==> config.mk <==
export PLATFORM = sky130hd
export DESIGN_NAME = lcd_window_pixel_framer_core
export DESIGN_NICKNAME = d
export VERILOG_FILES = /design/src/design/lwpf_pkg.sv /design/src/design/lwpf_front.sv /design/src/design/lwpf_queue.sv /design/src/design/lwpf_back.sv /design/src/design/lcd_window_pixel_framer_core.sv
export SDC_FILE = /design/constraint.sdc
export NUM_CORES = 1
export LEC_CHECK = 0
export BUFFER_PORTS_ARGS = -buffer_cell sky130_fd_sc_hd__buf_2
export CORE_MARGIN = 2
export CORE_UTILIZATION = 43
export CTS_CLUSTER_SIZE = 30
export DETAILED_ROUTE_END_ITERATION = 10
export PLACE_DENSITY = 0.61
export SLEW_MARGIN = 5
export SYNTH_ARGS = -nofsm -noshare
export SYNTH_HDL_FRONTEND = slang
export SYNTH_SLANG_ARGS = --single-unit
export TNS_END_PERCENT = 20
==> constraint.sdc <==
create_clock -name clk_i -period 17.5 [get_ports clk_i]
set_input_delay 1.75 -clock clk_i [delete_from_list [all_inputs] [get_ports clk_i]]
set_output_delay 1.75 -clock clk_i [all_outputs]
set_load 0.05 [all_outputs]
==> src/design/lwpf_pkg.sv <==
// ----------------------------------------------------------------------------
// LCD window pixel framer package
// Shared constants, codes, queue entry type and colour packing functions.
// ----------------------------------------------------------------------------
package lwpf_pkg;

  localparam int CoordWidthDefault = 9;
  localparam int CoordMaxWidth     = 16;
  localparam int CountWidth        = 19;
  localparam int StepWidth         = 4;

  localparam logic [CountWidth-1:0] PixelsMax = '1;

  localparam logic [7:0] CmdColumn = 8'h2A;
  localparam logic [7:0] CmdRow    = 8'h2B;
  localparam logic [7:0] CmdWrite  = 8'h2C;

  localparam logic [StepWidth-1:0] StepLastWindow = 4'd10;
  localparam logic [StepWidth-1:0] StepLastPixel  = 4'd1;

  typedef enum logic [1:0] {
    ActWindow   = 2'd0,
    ActPixelRgb = 2'd1,
    ActPixelRaw = 2'd2,
    ActNone     = 2'd3
  } action_e;

  typedef enum logic {
    KindWindow = 1'b0,
    KindPixel  = 1'b1
  } kind_e;

  // One queued piece of work for the byte sequencer.
  typedef struct packed {
    kind_e                    kind;
    logic [CoordMaxWidth-1:0] x_start;
    logic [CoordMaxWidth-1:0] y_start;
    logic [CoordMaxWidth-1:0] x_end;
    logic [CoordMaxWidth-1:0] y_end;
    logic [15:0]              word;
    logic                     full;
  } entry_t;

  // Rounds c * top / 255; the divide by 255 is exact for sums below 65535.
  function automatic logic [5:0] round_component(input logic [7:0] c,
                                                 input logic [5:0] top);
    logic [15:0] x;
    logic [15:0] q;
    x = 16'(c) * 16'(top) + 16'd127;
    q = (x + (x >> 8) + 16'd1) >> 8;
    return q[5:0];
  endfunction

  // Blue in the top five bits, green in six, red in the bottom five.
  function automatic logic [15:0] pack_rgb(input logic [7:0] r,
                                           input logic [7:0] g,
                                           input logic [7:0] b);
    logic [5:0] r5;
    logic [5:0] g6;
    logic [5:0] b5;
    r5 = round_component(r, 6'd31);
    g6 = round_component(g, 6'd63);
    b5 = round_component(b, 6'd31);
    return {b5[4:0], g6, r5[4:0]};
  endfunction

endpackage

==> src/design/lwpf_front.sv <==
// ----------------------------------------------------------------------------
// LCD window pixel framer front end
// Accepts items, tracks the pixels left in the window and queues the work.
// ----------------------------------------------------------------------------
module lwpf_front import lwpf_pkg::*; #(
  parameter int CoordWidth = CoordWidthDefault
) (
  input  logic                  clk_i,
  input  logic                  rst_ni,
  input  logic                  in_valid_i,
  output logic                  in_stall_o,
  input  logic [1:0]            action_i,
  input  logic [CoordWidth-1:0] x_start_i,
  input  logic [CoordWidth-1:0] y_start_i,
  input  logic [CoordWidth-1:0] x_end_i,
  input  logic [CoordWidth-1:0] y_end_i,
  input  logic [7:0]            red_i,
  input  logic [7:0]            green_i,
  input  logic [7:0]            blue_i,
  input  logic [15:0]           raw_color_i,
  input  logic                  q_full_i,
  output logic                  push_o,
  output entry_t                push_entry_o
);

  localparam int DiffWidth = CoordWidth + 1;
  localparam int ProdWidth = 2 * DiffWidth;

  logic                  pending_q, pending_d;
  logic                  inverted_q, inverted_d;
  logic [ProdWidth-1:0]  product_q, product_d;
  logic [CountWidth-1:0] left_q, left_d;
  logic                  accept;
  logic [DiffWidth-1:0]  width_w;
  logic [DiffWidth-1:0]  height_w;
  logic [15:0]           word;

  // A window item holds the front in the cycle after it is taken, while its count settles.
  assign in_stall_o = pending_q || q_full_i;
  assign accept     = in_valid_i && !in_stall_o;

  assign width_w  = {1'b0, x_end_i} - {1'b0, x_start_i} + DiffWidth'(1);
  assign height_w = {1'b0, y_end_i} - {1'b0, y_start_i} + DiffWidth'(1);

  assign word = (action_e'(action_i) == ActPixelRgb) ?
                pack_rgb(red_i, green_i, blue_i) : raw_color_i;

  always_comb begin
    pending_d    = 1'b0;
    inverted_d   = inverted_q;
    product_d    = product_q;
    left_d       = left_q;
    push_o       = 1'b0;
    push_entry_o = '0;
    push_entry_o.x_start = CoordMaxWidth'(x_start_i);
    push_entry_o.y_start = CoordMaxWidth'(y_start_i);
    push_entry_o.x_end   = CoordMaxWidth'(x_end_i);
    push_entry_o.y_end   = CoordMaxWidth'(y_end_i);
    push_entry_o.word    = word;
    if (pending_q) begin
      if (inverted_q) begin
        left_d = '0;
      end else if (product_q > ProdWidth'(PixelsMax)) begin
        left_d = PixelsMax;
      end else begin
        left_d = product_q[CountWidth-1:0];
      end
    end
    if (accept) begin
      case (action_e'(action_i))
        ActWindow: begin
          push_o            = 1'b1;
          push_entry_o.kind = KindWindow;
          pending_d         = 1'b1;
          inverted_d        = (x_end_i < x_start_i) || (y_end_i < y_start_i);
          product_d         = width_w * height_w;
        end
        ActPixelRgb, ActPixelRaw: begin
          if (left_q != '0) begin
            push_o            = 1'b1;
            push_entry_o.kind = KindPixel;
            push_entry_o.full = (left_q == CountWidth'(1));
            left_d            = left_q - CountWidth'(1);
          end
        end
        default: begin
        end
      endcase
    end
  end

  always_ff @(posedge clk_i or negedge rst_ni) begin
    if (!rst_ni) begin
      pending_q <= 1'b0;
      left_q    <= '0;
    end else begin
      pending_q <= pending_d;
      left_q    <= left_d;
    end
  end

  always_ff @(posedge clk_i) begin
    inverted_q <= inverted_d;
    product_q  <= product_d;
  end

endmodule

==> src/design/lwpf_queue.sv <==
// ----------------------------------------------------------------------------
// LCD window pixel framer work queue
// Two-entry queue of work entries between the front end and the sequencer.
// ----------------------------------------------------------------------------
module lwpf_queue import lwpf_pkg::*; (
  input  logic   clk_i,
  input  logic   rst_ni,
  input  logic   push_i,
  input  entry_t push_entry_i,
  input  logic   pop_i,
  output logic   full_o,
  output logic   head_valid_o,
  output entry_t head_o
);

  entry_t     slot_q [2];
  logic       rd_ptr_q, wr_ptr_q;
  logic [1:0] count_q;

  assign full_o       = (count_q == 2'd2);
  assign head_valid_o = (count_q != 2'd0);
  assign head_o       = slot_q[rd_ptr_q];

  always_ff @(posedge clk_i or negedge rst_ni) begin
    if (!rst_ni) begin
      rd_ptr_q <= 1'b0;
      wr_ptr_q <= 1'b0;
      count_q  <= 2'd0;
    end else begin
      if (push_i) begin
        wr_ptr_q <= ~wr_ptr_q;
      end
      if (pop_i) begin
        rd_ptr_q <= ~rd_ptr_q;
      end
      count_q <= count_q + 2'(push_i) - 2'(pop_i);
    end
  end

  always_ff @(posedge clk_i) begin
    if (push_i) begin
      slot_q[wr_ptr_q] <= push_entry_i;
    end
  end

endmodule

==> src/design/lwpf_back.sv <==
// ----------------------------------------------------------------------------
// LCD window pixel framer byte sequencer
// Walks each queued entry out one byte per cycle, while the output is not stalled, into the output register.
// ----------------------------------------------------------------------------
module lwpf_back import lwpf_pkg::*; (
  input  logic        clk_i,
  input  logic        rst_ni,
  input  logic        head_valid_i,
  input  entry_t      head_i,
  output logic        pop_o,
  output logic        out_valid_o,
  input  logic        out_stall_i,
  output logic [7:0]  out_byte_o,
  output logic        is_command_o,
  output logic        last_o,
  output logic        window_full_o
);

  logic [StepWidth-1:0] step_q, step_d;
  logic                 valid_q;
  logic [7:0]           byte_q, byte_d;
  logic                 cmd_q, cmd_d;
  logic                 last_q, last_d;
  logic                 full_q, full_d;
  logic                 advance;

  assign advance = !valid_q || !out_stall_i;

  always_comb begin
    byte_d = '0;
    cmd_d  = 1'b0;
    last_d = 1'b0;
    full_d = 1'b0;
    if (head_i.kind == KindPixel) begin
      byte_d = (step_q == StepLastPixel) ? head_i.word[7:0] : head_i.word[15:8];
      last_d = (step_q == StepLastPixel);
      full_d = (step_q == StepLastPixel) && head_i.full;
    end else begin
      case (step_q)
        4'd0:    begin byte_d = CmdColumn; cmd_d = 1'b1; end
        4'd1:    byte_d = head_i.x_start[15:8];
        4'd2:    byte_d = head_i.x_start[7:0];
        4'd3:    byte_d = head_i.x_end[15:8];
        4'd4:    byte_d = head_i.x_end[7:0];
        4'd5:    begin byte_d = CmdRow; cmd_d = 1'b1; end
        4'd6:    byte_d = head_i.y_start[15:8];
        4'd7:    byte_d = head_i.y_start[7:0];
        4'd8:    byte_d = head_i.y_end[15:8];
        4'd9:    byte_d = head_i.y_end[7:0];
        default: begin byte_d = CmdWrite; cmd_d = 1'b1; last_d = 1'b1; end
      endcase
    end
    pop_o  = advance && head_valid_i && last_d;
    step_d = step_q;
    if (advance && head_valid_i) begin
      step_d = last_d ? '0 : step_q + StepWidth'(1);
    end
  end

  always_ff @(posedge clk_i or negedge rst_ni) begin
    if (!rst_ni) begin
      step_q  <= '0;
      valid_q <= 1'b0;
    end else begin
      step_q <= step_d;
      if (advance) begin
        valid_q <= head_valid_i;
      end
    end
  end

  always_ff @(posedge clk_i) begin
    if (advance) begin
      byte_q <= byte_d;
      cmd_q  <= cmd_d;
      last_q <= last_d;
      full_q <= full_d;
    end
  end

  assign out_valid_o   = valid_q;
  assign out_byte_o    = byte_q;
  assign is_command_o  = cmd_q;
  assign last_o        = last_q;
  assign window_full_o = full_q;

endmodule

==> src/design/lcd_window_pixel_framer_core.sv <==
// ----------------------------------------------------------------------------
// LCD window pixel framer
// Turns set-window and pixel items into the command/data byte stream of a
// display controller.
// ----------------------------------------------------------------------------
// The input channel takes one item per word: a set-window item or a pixel
// (RGB888 or raw 16-bit colour). The output channel gives one byte per word,
// with a command mark, a mark on the last byte of the item and a mark on the
// byte that completes the window.
// A set-window item gives eleven bytes and a pixel gives two bytes. The output
// register issues one byte a cycle while the output is not stalled.
// An accepted item is registered in the work queue, and its first byte is then
// registered in the output register, behind any entries already queued. A
// set-window item also holds the input while the new pixel count is formed
// from the registered product.
// Pixels that arrive while the count is zero, and items with the unused
// action code, are taken and dropped without any output.
// Reset empties the queue and output register and clears the pixel count.
// When the receiver stalls, the output byte holds, the two-entry queue fills,
// and then the input is stalled.
// ----------------------------------------------------------------------------
module lcd_window_pixel_framer_core import lwpf_pkg::*; #(
  parameter int CoordWidth = CoordWidthDefault
) (
  input  logic                  clk_i,
  input  logic                  rst_ni,
  input  logic                  in_valid_i,
  output logic                  in_stall_o,
  input  logic [1:0]            action_i,
  input  logic [CoordWidth-1:0] x_start_i,
  input  logic [CoordWidth-1:0] y_start_i,
  input  logic [CoordWidth-1:0] x_end_i,
  input  logic [CoordWidth-1:0] y_end_i,
  input  logic [7:0]            red_i,
  input  logic [7:0]            green_i,
  input  logic [7:0]            blue_i,
  input  logic [15:0]           raw_color_i,
  output logic                  out_valid_o,
  input  logic                  out_stall_i,
  output logic [7:0]            out_byte_o,
  output logic                  is_command_o,
  output logic                  last_o,
  output logic                  window_full_o
);

  logic   push;
  entry_t push_entry;
  logic   q_full;
  logic   head_valid;
  entry_t head;
  logic   pop;

  // Front end: classification, pixel count and colour packing.
  lwpf_front #(
    .CoordWidth(CoordWidth)
  ) u_front (
    .clk_i       (clk_i),
    .rst_ni      (rst_ni),
    .in_valid_i  (in_valid_i),
    .in_stall_o  (in_stall_o),
    .action_i    (action_i),
    .x_start_i   (x_start_i),
    .y_start_i   (y_start_i),
    .x_end_i     (x_end_i),
    .y_end_i     (y_end_i),
    .red_i       (red_i),
    .green_i     (green_i),
    .blue_i      (blue_i),
    .raw_color_i (raw_color_i),
    .q_full_i    (q_full),
    .push_o      (push),
    .push_entry_o(push_entry)
  );

  // The queue lets the front end take items while the sequencer is busy.
  lwpf_queue u_queue (
    .clk_i       (clk_i),
    .rst_ni      (rst_ni),
    .push_i      (push),
    .push_entry_i(push_entry),
    .pop_i       (pop),
    .full_o      (q_full),
    .head_valid_o(head_valid),
    .head_o      (head)
  );

  // Sequencer: one byte per cycle into the output register while the output is not stalled.
  lwpf_back u_back (
    .clk_i        (clk_i),
    .rst_ni       (rst_ni),
    .head_valid_i (head_valid),
    .head_i       (head),
    .pop_o        (pop),
    .out_valid_o  (out_valid_o),
    .out_stall_i  (out_stall_i),
    .out_byte_o   (out_byte_o),
    .is_command_o (is_command_o),
    .last_o       (last_o),
    .window_full_o(window_full_o)
  );

  // The completion mark only rides on the final data byte of a pixel.
  a_full_on_last_data : assert property (@(posedge clk_i) disable iff (!rst_ni)
    out_valid_o && window_full_o |-> last_o && !is_command_o)
    else $error("window_full outside the last data byte of a pixel");

  // Command bytes are only ever the three controller commands.
  a_command_codes : assert property (@(posedge clk_i) disable iff (!rst_ni)
    out_valid_o && is_command_o |->
      out_byte_o == CmdColumn || out_byte_o == CmdRow || out_byte_o == CmdWrite)
    else $error("unexpected command byte");

  // The memory-write command closes every set-window item.
  a_write_is_last : assert property (@(posedge clk_i) disable iff (!rst_ni)
    out_valid_o && is_command_o && out_byte_o == CmdWrite |-> last_o)
    else $error("memory-write command not marked last");

  // A taken window item blocks the input while its pixel count settles.
  a_window_holds_input : assert property (@(posedge clk_i) disable iff (!rst_ni)
    in_valid_i && !in_stall_o && action_i == ActWindow |=> in_stall_o)
    else $error("input not held after a set-window item");

endmodule

# Yosys cells after proc, flatten, opt, wreduce, memory -nomap -nowiden
# Memories as Yosys holds them, arrays and structs flattened.
# Index checks and enable logic that the tools add are counted.
dict set report classes {
  n_reduce_logical 18
  magnitude_cmp 3
  n_eq_ne 13
  add_sub_neg 17
  muxes 26
  bitwise_logic 2
  n_mul 4
}
# op count
set op_table {}
lappend op_table {{2-to-1 mux 19 bit} 6}
lappend op_table {{one-hot mux 8 bit (10 select lines)} 1}
lappend op_table {{adder 13 x 7 -> 14 bit, second input constant} 2}
lappend op_table {{adder 13 x 1 -> 13 bit, second input constant} 2}
lappend op_table {{adder 13 x 6 -> 13 bit} 2}
lappend op_table {{multiplier 8 x 5 -> 13 bit, second input constant} 2}
lappend op_table {{adder 10 x 1 -> 10 bit, second input constant} 2}
lappend op_table {{greater-than comparator 20 x 19 -> 1 bit, second input constant} 1}
lappend op_table {{multiplier 10 x 10 -> 20 bit} 1}
lappend op_table {{subtractor 9 x 9 -> 10 bit} 2}
lappend op_table {{equality test 19 x 1 -> 1 bit, second input constant} 1}
lappend op_table {{nonzero test 19 bit} 1}
lappend op_table {{subtractor 19 x 1 -> 19 bit, second input constant} 1}
lappend op_table {{< comparator 9 bit} 2}
lappend op_table {{equality test 4 x 3 -> 1 bit, second input constant} 4}
lappend op_table {{2-to-1 mux 16 bit} 1}
lappend op_table {{2-to-1 mux 8 bit} 2}
lappend op_table {{adder 14 x 7 -> 15 bit, second input constant} 1}
lappend op_table {{adder 14 x 1 -> 14 bit, second input constant} 1}
lappend op_table {{adder 14 x 7 -> 14 bit} 1}
lappend op_table {{multiplier 8 x 6 -> 14 bit, second input constant} 1}
lappend op_table {{2-to-1 mux 1 bit} 14}
lappend op_table {{OR reduction 10 bit} 1}
lappend op_table {{equality test 4 x 2 -> 1 bit, second input constant} 2}
lappend op_table {{19 further kinds} 29}
dict set report word_totals {
  input_bits 82
  elab_cells 97
  mem_count 1
  regBits 61
  mem_bits_rw 108
  out_inout_bits 13
}
# name depth width rd rd_clocked_by_memory_dff wr line_no
set mem_list {}
lappend mem_list {u_queue.slot_q 2 54 1 0 1 lwpf_queue.sv:16} ;# entry_t slot_q [2];

# Logic depth before layout (Yosys ltp)
dict set report depth {
  depth_word 7
  mapped_depth 29
  depth_no_buf 29
}

# Modules after synthesis
# From an unflattened synthesis, not the netlist that was laid out.
dict set report unflattened {
  cells_unflattened 1716
  hier_area_um2 19223.4
}
# mod cells_each seq_area_each_um2 area_each_um2 n_inst
set modules_own_cells {}
lappend modules_own_cells {lwpf_front 1270 1131.1 11245.8 1}
lappend modules_own_cells {lwpf_queue 270 5024.8 6466.2 1}
lappend modules_own_cells {lwpf_back 176 455.4 1511.4 1}

# Worst setup path before layout
# Ideal clock, no wire load.
dict set report synth_path {
  path_type {input to register}
  from {input port x_start_i[1]}
  to {register u_front.product_q[19], data pin}
  setup_slack_ns 9.327
  t_arrival_ns 7.905
  path_buffers 0
  path_stages 28
  path_cell_list {inv_1 -> ha_1 -> inv_1 -> ha_1 -> fa_1 -> a21oi_1 -> o21bai_1 -> a21o_1 -> a21o_1 -> xor2_1 -> nand2_1 -> fa_1 -> inv_1 -> fa_1 -> inv_1 -> fa_1 -> inv_1 -> fa_1 -> inv_1 -> fa_1 -> inv_1 -> ha_1 -> a21oi_1 -> nand2_1 -> o21ai_0 -> o311ai_0 -> o41ai_1 -> xnor2_1}
}
dict set report synth_between {
  elab_chain_cells 3
}
# item line_no
set synth_lines {}
lappend synth_lines {{start: declaration} lcd_window_pixel_framer_core.sv:30} ;# input logic [CoordWidth-1:0] x_start_i,
lappend synth_lines {{subtractor 9 x 9 -> 10 bit} lwpf_front.sv:42} ;# assign width_w = {1'b0, x_end_i} - {1'b0, x_start_i} + DiffWidth'(1);
lappend synth_lines {{adder 10 x 1 -> 10 bit} lwpf_front.sv:42}
lappend synth_lines {{multiplier 10 x 10 -> 20 bit} lwpf_front.sv:76} ;# product_d = width_w * height_w;
lappend synth_lines {{end signal: assignment} lwpf_front.sv:104} ;# product_q <= product_d;
lappend synth_lines {{end: declaration} lwpf_front.sv:31} ;# logic [ProdWidth-1:0] product_q, product_d;
# Every way passes these cells.
# A chain may end at the register's enable or synchronous reset.

# Worst setup path in the final report
dict set report layout_path {
  from {input port y_start_i[1]}
  to {register u_front.product_q[19], data pin}
}
dict set report layout_between {
  elab_chain_cells 3
}
# item line_no
set layout_lines {}
lappend layout_lines {{start: declaration} lcd_window_pixel_framer_core.sv:31} ;# input logic [CoordWidth-1:0] y_start_i,
lappend layout_lines {{subtractor 9 x 9 -> 10 bit} lwpf_front.sv:43} ;# assign height_w = {1'b0, y_end_i} - {1'b0, y_start_i} + DiffWidth'(1);
lappend layout_lines {{adder 10 x 1 -> 10 bit} lwpf_front.sv:43}
lappend layout_lines {{multiplier 10 x 10 -> 20 bit} lwpf_front.sv:76}
# Every way passes these cells.

==> metrics.md <==
| Metric | Value |
|---|---|
| Critical Path End | `u_front.product_q[19]$_DFFE_PP_` |
| Largest net degree at the start of global routing | `55` |
| Register area share after synthesis | `30.8%` |
| Final clock skew | `around 14 ps` |
| Site row count | `70` |
| Fin. Hold Viols | `0` |
| Most common cell after layout, fill and taps aside | `inv_1` |
| Area grow syn2layout | `9.54%` |
| Die ar. | `approximately 0.039 mm^2` |
| Syn Nets | `1946` |
| Slew headroom | `33.0%` |
| Top FF cell, synth | `edfxtp_1` |
| GRT overflow | `0` |
| Max-cap violations | `0` |
| CTS-repair resized insts | `0` |
| Root Buffer | `clkbuf_16` |
| Critical R2R Capture | `u_queue.slot_q[1][21]$_DFFE_PP_` |
| DP HPWL | `between 20000 and 30000 um` |
| Leading cell types in the layout, fill and taps excluded | `207 x inv_1, 203 x ha_1, 140 x nor2_1, 140 x edfxtp_1, 127 x fa_1` |
| Synth unique cells | `82` |
| Pre-Repair DR Iteration Count | `5` |
| Worst R2R Setup Slack | `~14000 ps` |
| Vias in the first global route | `~11000` |
| #FFs+latches synth | `169` |
| # setup viols final | `0` |
| First-pass GRT wire length | `59100 um` |
| DR WL/cell | `about 17 um` |
| R2R depth | `6` |
| Period utilisation layout | `between 40 and 50%` |
| Avg Cell Area, Syn | `between 10 and 15 um^2` |
| Critical path data arrival time | `8860 ps` |
| Clock insertion delay at the later pin of the skew report | `450 ps` |
| Nets | `2028` |
| TNS Setup | `0 ps` |
| RSZ-0062 raised after global routing | `false` |
| Max Clk Rate | `around 120 MHz` |
| Netlist Area Pre-Place | `around 0.016 mm^2` |
| Worst-path clk slew | `roughly 70 ps` |
| Buffers on Ports | `94` |
| CTS Buffer Depth | `2` |
| DR vias/cell | `between 5 and 6` |
| Startpoint Class | `input port` |
| TritonCTS Sinks | `around 170` |
| Initial Util | `between 40% and 50%` |
| Reg2Reg Launch Point | `u_front.pending_q$_DFF_PN0_` |
| Initial antenna violation count | `4` |
| Share of Yosys cell area claimed by the top area cell type | `a little over a quarter` |
| Async SR Flop Fraction | `between 15 and 20%` |
| CTS tree | `built` |
| Crit. End Element | `flop` |
| Gpl congestion | `0.886` |
| Initial DRC Count | `between 600 and 700` |
| Layout cells sized above 1 | `around 11%` |
| Die H | `between 150 and 200 um` |
| Number of synthesis warnings | `0` |
| Critical path launch point | `y_start_i[1]` |
| Post-DRT Antenna Nets | `0` |
| Crit Path Max Fanout | `10` |
| Synth area leader | `edfxtp_1` |
| H-tree depth | `4` |
| # DRC | `0` |
| HP Class | `flop to flop` |
| Status | `finished, final reports clean` |
| GRT Util Overall | `slightly below 20%` |
| Core Area | `0.0366 mm^2` |
| I/O pin total | `95` |
| EDFF count, synth | `140` |
| Fillers | `~3400` |
| Fin. max-slew vios | `0` |
| Gate Count Post-Synth | `1534` |
| Fin crit period | `just under 9000 ps` |
| Ranking of synthesized cells by area | `edfxtp_1 26%, fa_1 16%, ha_1 16%, inv_1 4.9%, dfrtp_1 4.5%` |
| Vias | `11202` |
| Die width | `197 um` |
| Type of the worst setup path | `input port to flop` |
| CTS buffer count | `17` |
| Final WL | `36300 um` |
| CTS Hold Buffers Added | `0` |
| Worst slew pin tran | `roughly 1000 ps` |
| Critical Path RT | `between 15000 and 20000 ps` |
| Postcts setup bufs | `0` |
==> cells by family after synthesis <==
family | after synthesis | share of synthesized area (%)
AOI/OAI and AO/OA | 293 | 12.3
xor gates and xnor gates | 81 | 4.48
adders and majority gates | 330 | 31.7
buffers and inverters | 244 | 5.84
DFF | 169 | 30.8
muxes | 50 | 3.85
and+or+nand+nor | 367 | 11.0
==> state kept, by name, indices dropped and copies added, names as in the netlist, 2 cells and up <==
name,flops
u_queue.slot_q,108
u_front.product_q,20
u_front.left_q,19
u_back.out_byte_o,8
u_back.step_q,4
u_queue.count_q,2
==> metal layers <==
metal  track usage, %  vias up  wire [um]
met1             27.0     5439      17600
met5                0        -          0
met4             4.98        0        654
met2             32.2      206      16700
li1                 -     5528          -
met3             3.08       29       1380
==> worst min-delay path by stage <==
stage | slack [ps] | from | to | depth (start not counted)
global placement | 490 | u_queue.wr_ptr_q$_DFFE_PN0P_ | u_queue.wr_ptr_q$_DFFE_PN0P_ | 1
global route | 540 | u_queue.wr_ptr_q$_DFFE_PN0P_ | u_queue.wr_ptr_q$_DFFE_PN0P_ | 1
floorplan | 460 | u_queue.wr_ptr_q$_DFFE_PN0P_ | u_queue.wr_ptr_q$_DFFE_PN0P_ | 1
finish | 520 | u_queue.wr_ptr_q$_DFFE_PN0P_ | u_queue.wr_ptr_q$_DFFE_PN0P_ | 1
detailed placement | 510 | u_queue.wr_ptr_q$_DFFE_PN0P_ | u_queue.wr_ptr_q$_DFFE_PN0P_ | 1
CTS | 520 | u_queue.wr_ptr_q$_DFFE_PN0P_ | u_queue.wr_ptr_q$_DFFE_PN0P_ | 1
==> worst max-delay path, stage by stage <==
cell and delay, ps:
buf_2 130, inv_1 50, ha_1 280, inv_1 120, ha_1 240, fa_1 230, a21oi_1 70, o21bai_1 270
a21oi_1 120, o21bai_1 270, a31oi_1 150, xnor2_1 730, nand2b_1 240, fa_1 430, fa_1 540, inv_1 50
fa_1 500, fa_1 550, inv_1 50, fa_1 530, inv_1 40, ha_1 300, nor2_1 50, a21oi_1 180
o21ai_0 180, o311ai_0 520, o41ai_1 140, xnor2_1 140
==> cell usage after synthesis (all sizes together), types with 23 or more instances <==
master / n
ha: 203
clkbuf: 30
xor2: 29
o21ai: 45
mux2i: 30
a21oi: 78
a21o: 23
dfrtp: 29
nand2: 82
nor2: 142
edfxtp: 140
inv: 207
fa: 127
nor3: 28
xnor2: 52
==> stage by stage <==
stage          utilization (%)  hold slack, ps  setup WS [ps]  cells  area, um^2
5_1_grt                   47.9             540           8350   2097       17500
6_report                  47.9             515           8830   2101       17500
2_1_floorplan                -             456           9330   1534       16000
3_5_place_dp              46.3             505           8400   2065       17000
3_3_place_gp              46.3             491           8540   2065       17000
4_1_cts                   47.9             522           8790   2097       17500
==> cell type report <==
| type | instances | area (um^2) | area share (%) |
|---|---|---|---|
| Clock buffer | 19 | 433 | 2.47 |
| Clock inverter | 13 | 130 | 0.742 |
| Antenna cell | 4 | 10.0 | 0.0571 |
| Timing Repair Buffer | 99 | 508 | 2.90 |
| Inverter | 208 | 781 | 4.45 |
| Multi-Input combinational cell | 1121 | 10200 | 57.9 |
| Tap cell | 468 | 586 | 3.34 |
| Sequential cell | 169 | 4930 | 28.1 |
Power is left out: the tool's default activity adds up to more than one toggle a clock period on the data nets, which glitch-free logic cannot reach.
